File: src/sv/prq_ram.sv
// ----------------------------------------------------------------------------
// Run queue RAM
// Simple dual-port synchronous RAM, one write and one registered read port.
// ----------------------------------------------------------------------------
module prq_ram #(
  parameter int unsigned DEPTH = 64,
  parameter int unsigned WIDTH = 7
) (
  input  logic                     clk_i,
  input  logic                     we_i,
  input  logic [$clog2(DEPTH)-1:0] waddr_i,
  input  logic [WIDTH-1:0]         wdata_i,
  input  logic [$clog2(DEPTH)-1:0] raddr_i,
  output logic [WIDTH-1:0]         rdata_o
);

  logic [WIDTH-1:0] mem_q [DEPTH];
  logic [WIDTH-1:0] rdata_q;

  always_ff @(posedge clk_i) begin
    if (we_i) begin
      mem_q[waddr_i] <= wdata_i;
    end
    rdata_q <= mem_q[raddr_i];
  end

  assign rdata_o = rdata_q;

endmodule

File: config.mk
export PLATFORM = sky130hd
export DESIGN_NAME = prq_ram
export DESIGN_NICKNAME = d
export VERILOG_FILES = /design/src/sv/prq_ram.sv
export SDC_FILE = /design/constraint.sdc
export NUM_CORES = 1
export LEC_CHECK = 0
export BUFFER_PORTS_ARGS = -buffer_cell sky130_fd_sc_hd__buf_2
export CORE_ASPECT_RATIO = 0.9
export CORE_UTILIZATION = 67
export DETAILED_ROUTE_END_ITERATION = 16
export GPL_TIMING_DRIVEN = 0
export PLACE_DENSITY_LB_ADDON = 0.3
export SLEW_MARGIN = 20
export SYNTH_ARGS = -nofsm -noshare
export SYNTH_HDL_FRONTEND = slang
export SYNTH_SLANG_ARGS = --single-unit
export TNS_END_PERCENT = 30
File: constraint.sdc
create_clock -name clk_i -period 5.4 [get_ports clk_i]
set_clock_uncertainty 0.1 [all_clocks]
set_input_delay 0.81 -clock clk_i [delete_from_list [all_inputs] [get_ports clk_i]]
set_output_delay 0.81 -clock clk_i [all_outputs]
set_load 0.02 [all_outputs]
Word-level counts from Yosys, hierarchy flattened --
Memory sizes are Yosys's and may differ from the RTL's. A register that Yosys moved wholly into a read port is not among the register bits. Index checks and enable logic that the tools add are counted.
Storage, ports and cells: register bits 0, memory bits (writable) 448, output and inout bits 7, memories 1
Operators by class: multiplexer cells 2
Memory list:
- mem_q | depth 64, width 7, read ports 1, clocked after memory_dff 1, write ports 1, line 17 | logic [WIDTH-1:0] mem_q [DEPTH];
Operators by type and width (count):
- $mux 1 | 2

Longest topological paths before layout --
depth after elaboration 2, depth in mapped cells 7

Least setup slack after synthesis --
OpenSTA, ideal clock, no wires.
path type input to register, start point input waddr_i[5], end point memory mem_q[39][0] (enable), library setup time 0.360 ns, arrival time 1.998 ns, required time 4.940 ns, path slack 2.942 ns, stages on the path 4, path buffers 2, cells stage by stage clkbuf_1 -> or3b_2 -> clkbuf_1 -> nor2_1
RTL lines:
- start, declared | line 11 | input logic [$clog2(DEPTH)-1:0] waddr_i,
- end, declared | line 17
Straight into the memory's write port.

==> flow_metrics.py <==
metrics = {
    "run_status": {
        "run_status": "finished, final reports clean",
    },
    "critical_path": {
        "reg2reg_depth": 4,
        "worstReg2RegStart": "mem_q[45][1]",
        "crit_path_cell_trace": "buf_2, buf_2, clkbuf_1, mux4_2, o22ai_1, o21ai_1, a32o_1",
        "critPathBufInv": 3,
        "worstPathRequired_ps": 5710,
        "worst_setup_path_start_kind": "input port",
        "crit_start": "raddr_i[1]",
        "crit_top_cell": "buf_2",
        "r2r_slack_ps": 3450,
        "crit_fanout": 10,
        "cp.arrival_ps": 3120,
        "path_class": "input port to flop",
        "r2r_end": "rdata_o[1]",
        "critical-path-top-delay-family": "buffers and inverters",
        "crit_path_max_incr_delay_ps": 620,
        "end_kind": "flop",
        "critPathSlowestCell": "clkbuf_1",
    },
    "cells_and_area": {
        "fillers": 1258,
        "fin_nets": 912,
        "finalInstanceArea_um2": 19570,
        "fin_util_pct": 76.85,
        "multiInputGateArea_um2": 3782,
        "drive_gt1_share_pct": 24.35,
        "layout_commonest_cell": "edfxtp_1",
        "layout_common_cells": "448 x edfxtp_1, 112 x mux4_2, 76 x nor2_1, 45 x clkbuf_16, 31 x clkbuf_1",
        "area_delta_synth_final_pct": 10.95,
        "register_area_um2": 13590,
    },
    "synth": {
        "synth-seq-cells": 455,
        "synth_nets": 848,
        "synth_xor_area_share_pct": 0,
        "synth_top_family_by_area": "multiplexers",
        "synth_edf_count": 448,
        "yosys_warnings": 0,
        "synth_cell_types": 38,
        "syn_area_um2": 17640,
        "syn-instance-count": 827,
        "synth_compound_area_share_pct": 2.618,
        "ys_seq_area_share_pct": 77.08,
        "synthAdderAreaFrac_pct": 0,
        "muxShareOfSynthArea_pct": 15.34,
        "ys_async_sr_fraction_pct": 0,
        "syn_area_per_cell_um2": 21.32,
        "synth_simple_gate_area_share_pct": 3.434,
        "synthFlopType": "edfxtp_1",
    },
    "place": {
        "post_dp_cell_area_um2": 18160,
        "dpl.hpwl_um": 25960,
        "place_ws_ps": 2224,
        "portBuffers": 20,
        "gp_congestion": 1.001,
    },
    "detailed_routing": {
        "drc": 0,
        "drt_iter0_drc": 1890,
        "drt-total-wl_um": 42180,
        "route.detailed.wl_per_inst_um": 33.29,
        "dr.pass1.iters": 12,
        "avgViaCountPerCell": 7.264,
        "via_count": 9203,
        "ant_nets": 0,
    },
    "sta": {
        "worstMarginPinSlew_ps": 1192,
        "fmax_mhz": 354.8,
        "finalHoldViolCount": 0,
        "setup_slack_ps": 2582,
        "setup_tns_ps": 0,
        "max_slew_margin_pct": 20.52,
        "fin_crit_ps": 2818,
        "setup_viol": 0,
        "whs_ps": 530.9,
        "rsz0062_at_grt": "false",
        "maxSlewViolCount": 0,
        "fin_crit_sh_pct": 52.19,
    },
    "clocking": {
        "cts_max_path_buffers": 3,
        "post-cts-setup-buffers": 0,
        "h-tree-depth": 2,
        "worstSkewPairLatency_ps": 550,
        "cts_num_sinks": 455,
        "tritoncts": "yes",
        "ctsResizeCount": 0,
        "cts.clk_slew.worst_paths_ps": 60,
        "numCtsBuffers": 42,
        "holdBufCountCts": 0,
        "root_buffer": "clkbuf_16",
    },
    "floorplanning": {
        "dieWidth_um": 173.0,
        "pin_count": 28,
        "start_util_pct": 69.26,
        "dieArea_um2": 26980,
        "die_h_um": 155.9,
        "rows": 55,
        "core_region_area_um2": 25460,
    },
    "hold_path": {
        "hold_depth": 2,
        "hp-start": "raddr_i[5]",
        "hp-class": "input port to flop",
        "holdPathEnd": "rdata_o[2]",
    },
    "power_and_ir_drop": {
        "seqPwrFrac_pct": 54.0,
        "combPwrFrac_pct": 5.4,
        "ir_drop_uv": 341.8,
        "clock_power_share_pct": 40.6,
        "p_int_mw": 5.766,
        "swShare_pct": 20.49,
        "powerDensity_nw_per_um2": 370.7,
        "p_leak_nw": 6.119,
        "p_sw_mw": 1.486,
    },
    "global_routing": {
        "grt_usage_pct": 32.74,
        "antenna_found_initial": 2,
        "grt_pass1_wl_um": 61510,
        "first_global_vias": 9227,
        "grt_max_degree": 65,
        "grt-ovfl-total": 0,
    },
    "run": {
        "maxCapViolations": 0,
    },
}
state kept, by name, indices dropped and copies added, names as in the netlist:
| name | count |
|---|---|
| mem_q | 448 |
| rdata_o | 7 |
worst max path at each step:
| stage | cells after the start | endpoint |
|---|---|---|
| floorplan | 4 | mem_q[39][0] |
| global placement | 7 | rdata_o[5] |
| detailed placement | 7 | rdata_o[5] |
| CTS | 7 | rdata_o[4] |
| global route | 7 | rdata_o[4] |
| finish | 7 | rdata_o[4] |
power by group through the flow:
stage | sequential (mW) | combinational (mW) | clock, mW
after global routing | 3.92 | 0.401 | 3.08
after CTS | 3.92 | 0.378 | 2.95
final | 3.92 | 0.390 | 2.94
after global placement | 3.99 | 0.360 | 0
after detailed placement | 3.99 | 0.374 | 0
after floorplan | 4.00 | 0.203 | 0
synth_stat cells, types with 4 or more instances:
cell / n / area, um^2
nor2_1: 76 / 285.3
buf_4: 5 / 37.54
mux4_2: 112 / 2522
o22ai_1: 12 / 75.07
a21oi_1: 7 / 35.03
o31ai_1: 8 / 60.06
nand2b_1: 6 / 37.54
edfxtp_1: 448 / 13450
a22oi_1: 8 / 60.06
nor3_1: 8 / 40.04
nand3b_1: 4 / 30.03
buf_2: 15 / 75.07
a211oi_1: 4 / 30.03
clkbuf_1: 18 / 67.56
mux2i_1: 16 / 160.2
o21ai_1: 5 / 25.02
nand3_1: 9 / 45.04
o221ai_1: 9 / 78.83
nor2b_1: 5 / 31.28
dfxtp_1: 7 / 140.1
buf_6: 6 / 67.56
nand2_1: 8 / 30.03
layer usage:
layer  wire [um]  GRT usage [%]
met1       14410          44.54
met3        5854          8.748
met2       20120          52.02
met4        1775          12.52
met5          12              0
stage by stage:
stage          power (mW)  instances
2_1_floorplan       4.202        827
3_3_place_gp        4.350       1189
3_5_place_dp        4.369       1189
4_1_cts             7.248       1266
5_1_grt             7.401       1267
6_report            7.253       1267
cell type report:
| type | count | share of cell area (%) |
|---|---|---|
| Clock buffer | 62 | 6.286 |
| Multi-Input combinational cell | 325 | 19.33 |
| Antenna cell | 1 | 0.01279 |
| Sequential cell | 455 | 69.47 |
| Clock inverter | 15 | 0.7546 |
| Tap cell | 342 | 2.187 |
| Inverter | 2 | 0.03837 |
| Buffer | 45 | 1.343 |
| Timing Repair Buffer | 20 | 0.5755 |
cells by family (layout without fill, tap and decap cells):
kind of cell / count (synthesis) / in the layout
DFF: 455 / 455
muxes: 130 / 130
and+or+nand+nor: 130 / 130
AOI/OAI and AO/OA: 65 / 65
buffers and inverters: 47 / 144
other: 0 / 1
(Power assumes the default switching activity.)
