[config.mk]
export PLATFORM = sky130hd
export DESIGN_NAME = prq_level_map
export DESIGN_NICKNAME = d
export VERILOG_FILES = /design/src/sv/prq_pkg.sv /design/src/sv/prq_level_map.sv
export SDC_FILE = /design/constraint.sdc
export NUM_CORES = 1
export LEC_CHECK = 0
export ABC_AREA = 0
export BUFFER_PORTS_ARGS = -buffer_cell sky130_fd_sc_hd__buf_2
export CAP_MARGIN = 0
export CORE_UTILIZATION = 39
export CTS_BUF_LIST = sky130_fd_sc_hd__clkbuf_8
export CTS_CLUSTER_SIZE = 16
export DETAILED_ROUTE_END_ITERATION = 8
export PLACE_DENSITY_LB_ADDON = 0.05
export SYNTH_ARGS = -nofsm -noshare
export SYNTH_HDL_FRONTEND = slang
export SYNTH_SLANG_ARGS = --single-unit
[constraint.sdc]
create_clock -name clk_i -period 5.2 [get_ports clk_i]
set_clock_uncertainty 0.15 [all_clocks]
set_input_delay 0.26 -clock clk_i [delete_from_list [all_inputs] [get_ports clk_i]]
set_output_delay 0.26 -clock clk_i [all_outputs]
set_load 0.03 [all_outputs]
[src/sv/prq_pkg.sv]
// ----------------------------------------------------------------------------
// Priority run queue package
// Field widths, request codes and status codes shared by the run queue files.
// ----------------------------------------------------------------------------
package prq_pkg;

  localparam int unsigned REQ_W    = 3;
  localparam int unsigned SLOT_W   = 6;
  localparam int unsigned LEVEL_W  = 8;
  localparam int unsigned MASK_W   = 8;
  localparam int unsigned CPU_W    = 3;
  localparam int unsigned STATUS_W = 2;

  // Width of one occupancy map word; the scan resolves one word per cycle.
  localparam int unsigned MAP_WORD_W = 64;

  localparam logic [REQ_W-1:0] REQ_INSERT   = 3'd0;
  localparam logic [REQ_W-1:0] REQ_REMOVE   = 3'd1;
  localparam logic [REQ_W-1:0] REQ_PEEK     = 3'd2;
  localparam logic [REQ_W-1:0] REQ_EXTRACT  = 3'd3;
  localparam logic [REQ_W-1:0] REQ_PEEK_ANY = 3'd4;

  localparam logic [STATUS_W-1:0] ST_OK   = 2'd0;
  localparam logic [STATUS_W-1:0] ST_NONE = 2'd1;
  localparam logic [STATUS_W-1:0] ST_BAD  = 2'd2;

endpackage

[src/sv/prq_level_map.sv]
// ----------------------------------------------------------------------------
// Run queue level map
// Occupancy bitmap over the priority levels with a one-word-per-cycle
// downward scan for the highest occupied level at or below a cursor.
// ----------------------------------------------------------------------------
module prq_level_map #(
  parameter int unsigned NUM_LEVELS = 256
) (
  input  logic                    clk_i,
  input  logic                    rst_ni,
  input  logic                    set_i,
  input  logic                    clr_i,
  input  logic [$clog2(NUM_LEVELS)-1:0] level_i,
  output logic                    occupied_o,
  input  logic [$clog2(((NUM_LEVELS + prq_pkg::MAP_WORD_W - 1) / prq_pkg::MAP_WORD_W)
                       * prq_pkg::MAP_WORD_W)-1:0] cursor_i,
  output logic                    hit_o,
  output logic [$clog2(((NUM_LEVELS + prq_pkg::MAP_WORD_W - 1) / prq_pkg::MAP_WORD_W)
                       * prq_pkg::MAP_WORD_W)-1:0] hit_level_o,
  output logic [$clog2(((NUM_LEVELS + prq_pkg::MAP_WORD_W - 1) / prq_pkg::MAP_WORD_W)
                       * prq_pkg::MAP_WORD_W)-1:0] word_base_o
);

  localparam int unsigned WW = prq_pkg::MAP_WORD_W;
  localparam int unsigned MW = (NUM_LEVELS + WW - 1) / WW;
  localparam int unsigned CW = $clog2(MW * WW);
  localparam int unsigned BW = $clog2(WW);

  logic [MW*WW-1:0] map_q;
  logic [MW*WW-1:0] map_d;
  logic [CW-1:0]    base;
  logic [WW-1:0]    word;
  logic [WW-1:0]    masked;
  logic [BW-1:0]    pos;
  logic             hit;

  always_comb begin
    map_d = map_q;
    if (set_i) begin
      map_d[level_i] = 1'b1;
    end
    if (clr_i) begin
      map_d[level_i] = 1'b0;
    end
  end

  always_ff @(posedge clk_i or negedge rst_ni) begin
    if (!rst_ni) begin
      map_q <= '0;
    end else begin
      map_q <= map_d;
    end
  end

  assign occupied_o = map_q[level_i];

  assign base   = cursor_i & ~CW'(WW - 1);
  assign word   = map_q[base +: WW];
  assign masked = word & ({WW{1'b1}} >> (BW'(WW - 1) - cursor_i[BW-1:0]));

  // Highest set bit of the word wins.
  always_comb begin
    hit = 1'b0;
    pos = '0;
    for (int i = 0; i < WW; i++) begin
      if (masked[i]) begin
        hit = 1'b1;
        pos = BW'(i);
      end
    end
  end

  assign hit_o       = hit;
  assign hit_level_o = base | CW'(pos);
  assign word_base_o = base;

  property p_set_visible;
    @(posedge clk_i) disable iff (!rst_ni) (set_i && !clr_i) |=> map_q[$past(level_i)];
  endproperty
  a_set_visible: assert property (p_set_visible) else $error("level bit not set");

  property p_no_high_bits;
    @(posedge clk_i) disable iff (!rst_ni) hit_o |-> (hit_level_o <= cursor_i);
  endproperty
  a_no_high_bits: assert property (p_no_high_bits) else $error("scan hit above cursor");

  property p_hit_is_set;
    @(posedge clk_i) disable iff (!rst_ni) hit_o |-> map_q[hit_level_o];
  endproperty
  a_hit_is_set: assert property (p_hit_is_set) else $error("scan hit on clear bit");

endmodule

After elaboration in Yosys (flattened, before gate mapping)
Index checks and enable logic that the tools add are counted.

Flip-flop bits (word level): 256.

$add $sub $neg: 1. Order comparisons: 2. Shift-type cells: 2. Mux-type cells: 133. Bitwise operators: 5. Reductions and logical operators: 1.

Operators with widths (count): 256-bit 2-to-1 mux (2); 6-bit 2-to-1 mux (62); 256-bit bitwise AND (1); 256-bit inverter (1); 256-bit bitwise OR (1); 256-bit by 9-bit variable part select with 64-bit output (1); 1-bit 2-to-1 mux (67); 64-bit bitwise AND (1); 64-bit by 6-bit right shift with 64-bit output, first input constant (1); 8-bit by 9-bit less-than comparator with 1-bit output, second input constant (1); 1-bit binary-select mux with 8-bit select (1); 1-bit demux with 8-bit select (1); 8-bit by 1-bit greater-or-equal comparator with 1-bit output, second input constant (1); 8-bit by 6-bit bitwise OR with 8-bit output (1); 6-bit subtractor, first input constant (1); 1-bit logical AND (1).

Depth between registers and ports, before layout
Word-level depth: 67. Mapped depth: 12. Gate-level depth less buffers: 8.

Worst setup path before layout
Ideal clock, no wire load.

Kind: input-to-output. Start point: input cursor_i[6] in the netlist's numbering. End point: output hit_level_o[3] in the netlist's numbering. Arrival time: 2.645 ns. Data required time: 4.790 ns. Path slack: 2.145 ns. Cell stages on the path: 10. Buffers on the path: 3. Cell sequence: buf_6 buf_8 buf_6 mux4_2 o21ai_0 a21boi_1 nand3b_1 o21ai_0 a21oi_1 o31ai_1.

RTL lines: start: declaration (line prq_level_map.sv:16) `* prq_pkg::MAP_WORD_W)-1:0] cursor_i,`; end: declaration (line prq_level_map.sv:19) `* prq_pkg::MAP_WORD_W)-1:0] hit_level_o,`.

Worst setup path in the final report
Start point: register map_q[169]. End point: output hit_o.

Word-level cells in the longest chain between the ends: 25.

RTL lines: start: declaration (line prq_level_map.sv:29) `logic [MW*WW-1:0] map_q;`; start signal: assignment (line prq_level_map.sv:51) `map_q <= map_d;`; 256-bit by 9-bit variable part select with 64-bit output (line prq_level_map.sv:58) `assign word = map_q[base +: WW];`; 64-bit bitwise AND (line prq_level_map.sv:59) `assign masked = word & ({WW{1'b1}} >> (BW'(WW - 1) - cursor_i[BW-1:0]));`; 1-bit 2-to-1 mux (23 in series) (line prq_level_map.sv:66) `if (masked[i]) begin`; end: declaration (line prq_level_map.sv:17) `output logic hit_o,`.

No other way between the ends.

==> metrics <==
most instantiated cells after synthesis=a21oi_1, dfrtp_1, mux4_2, clkbuf_1, nor2_1; crit path from=map_q[169]; predominant post-synthesis flop cell=dfrtp_1; Synth Area in Compound Gates=0.234; Iteration-0 DRC Markers=1243; syn avg cell area=10.4 µm²; status=finished clean; fmax=0.261 GHz; largest net degree at the start of global routing=115; placer's final routability congestion estimate=0.974; setup_tns=0 ps; DIE AREA=0.0397 mm²; Slew Viols, Final=0; routed vias/inst=6.46; Worst Path Arrival=3420 ps; met3 usage=0.0651; Startpoint Class=register; overall power=0.00541 W; CP required=4790 ps; Simple-Gate Fraction of Synth Area=0.0712; main combinational cell family by area after synthesis=compound AO/OA/AOI/OAI gates; FILL cells=3643; Clock transition at path regs=50 ps; r2r startpoint=map_q[91]; routed length per placed instance=30.0 µm; Synth Cell Area=0.0152 mm²; Max-slew headroom=0.445; vias in the first global route=12.2k; Slew @ Worst Pin=824 ps; max reg flops=256; DRT antenna net count=0; Max Cap Viol=0; GR Layer Usage met1=0.438; crit share post-route=0.737; Synth-to-Final Area Change=10.4%; unrepaired setup endpoints after global routing=no; fin worst setup slack=1370 ps; initial core utilization=0.400; min-delay worst type=input port to async pin; core area=0.0379 mm²; number of synthesized flops with an enable pin=0; share of the synthesized area in the top cell type=0.422; TritonCTS Buffers=48; cts repair resizes=0; gr busiest metal=met2; Seq/Total Area, Yosys=0.422; Async S/R FF share, synth=1.00; maximum vdd drop=227 µV; Cells after Synth=1454; root buffer cell=clkbuf_8; area leader, netlist=dfrtp_1; Tmin final=3830 ps; Core Rows=71; IO Count=38; first-pass GRT wire length=88.5 mm; GR Overflow Total=0; Fin. Hold Viols=0; total routed wirelength=59.7 mm; ratio of cells with drive above 1 in the final layout=0.223; Ys Warns=0; Most flops, register=map_q; Total Nets Final=1469; CP max FO=3; most common cell in the netlist=a21oi_1; Die X=199 µm; CTS Buffer Depth=3; DRC Markers=0; PD cells=323 mW/mm²; flops & latches, synth=256; WS Path Type=register to output pin; Sink Count=256; initial antenna violation count=1; dpl hpwl=41.5 mm; CTS tree=done; Setup Fix Bufs, Post-CTS=0; gr usage total=0.311; mux contribution to synthesized area=0.220; LEAKAGE=7.13 nW; worst skew pair latency=620 ps; synth top area cells=dfrtp_1, mux4_2, a21oi_1; final setup fails=0; Initial DRT Pass Iterations=5; Largest regs=map_q x256; Ant. Diodes=0; Vias=12.9k; Worst setup EP type=output pin; library cells used by synthesis=68; Place WS=1400 ps; H-tree depth=2; die height=199 µm; grt met2 use=0.476; post-synthesis xor/xnor area fraction=0; Adder-Cell Fraction of Synth Area=0; I/O Buffers=31
-- metrics by stage --
step,cells,utilization,hold slack [ps],cell area (µm²)
final,1992,0.441,73.3,16700
after global routing,1992,0.441,114,16700
after CTS,1992,0.441,80.5,16700
after detailed placement,1909,0.417,163,15800
after global placement,1909,0.417,156,15800
after floorplan,1459,-,-186,15200
-- cell usage in the layout, fill, tap and decap left out, types with 6 or more instances in the layout --
| master | synthesis | layout |
|---|---|---|
| clkbuf_8 | 0 | 58 |
| o21a_1 | 8 | 8 |
| mux4_2 | 138 | 138 |
| or2_2 | 6 | 6 |
| nor2_2 | 1 | 10 |
| o21ai_0 | 47 | 47 |
| clkinv_2 | 0 | 6 |
| inv_1 | 10 | 25 |
| conb_1 | 1 | 6 |
| nor2_1 | 74 | 65 |
| nand2b_1 | 11 | 11 |
| or4_1 | 6 | 6 |
| nand3_1 | 18 | 18 |
| dfrtp_1 | 256 | 256 |
| a21oi_1 | 543 | 543 |
| buf_2 | 19 | 27 |
| nor3_2 | 0 | 7 |
| and2_1 | 10 | 10 |
| buf_4 | 13 | 58 |
| o21ai_1 | 6 | 6 |
| mux4_1 | 8 | 8 |
| o211ai_1 | 14 | 14 |
| nand2_1 | 53 | 53 |
-- worst paths after layout --
path                         endpoint  slack [ps]  cells after the start
max                             hit_o        1370                      8
min                        map_q[139]          70                      2
max reg2reg                 map_q[91]        4280                      2
min reg2reg                map_q[249]         400                      2
max in group asynchronous  map_q[236]        3570                      3
min in group clk_i          map_q[36]         130                      3
-- worst max-delay path, cell delays in order, from the launching register on --
cell and delay [ps]:
dfrtp_1 400, mux4_1 670, o21a_1 170, o211ai_1 330, nor2b_1 270, and3_1 230, nand3_2 90, or4_1 460
buf_2 190
-- power by group --
group,internal (W),switching [W],leakage (nW)
clock,0.00105,0.000911,0.539
sequential,0.00216,0.000157,3.48
combinational,0.000445,0.000689,3.11
-- logic make-up (layout without fill, tap and decap cells) --
logic type             count (synthesis)  in the layout
buffers and inverters                162            184
AOI/OAI and AO/OA                    664            664
DFF                                  256            256
and+or+nand+nor                      223            223
other                                  1              6
muxes                                148            148
-- per-layer routing --
metal	share of wire	up-vias
met1	0.43	6689
met3	0.080	91
met2	0.46	574
li1	-	5522
met4	0.031	0
met5	0	-
-- area by class of cell --
type	count	area, µm²	share of cell area
multi-input cells	1041	8050	0.481
clock inverters	24	133	0.00792
inverters	11	41.3	0.00247
well taps	511	639	0.0382
flip-flops and latches	256	6410	0.383
clock buffers	58	798	0.0477
repair buffers	91	676	0.0404
-- timing repair --
| action | 4_1_cts | 5_1_grt |
|---|---|---|
| endpoints found under the hold margin | 82 | 0 |
| hold buffers | 1 | 0 |
| endpoints found under the setup margin | 0 | 0 |
Power figures use the tool's default switching activity.
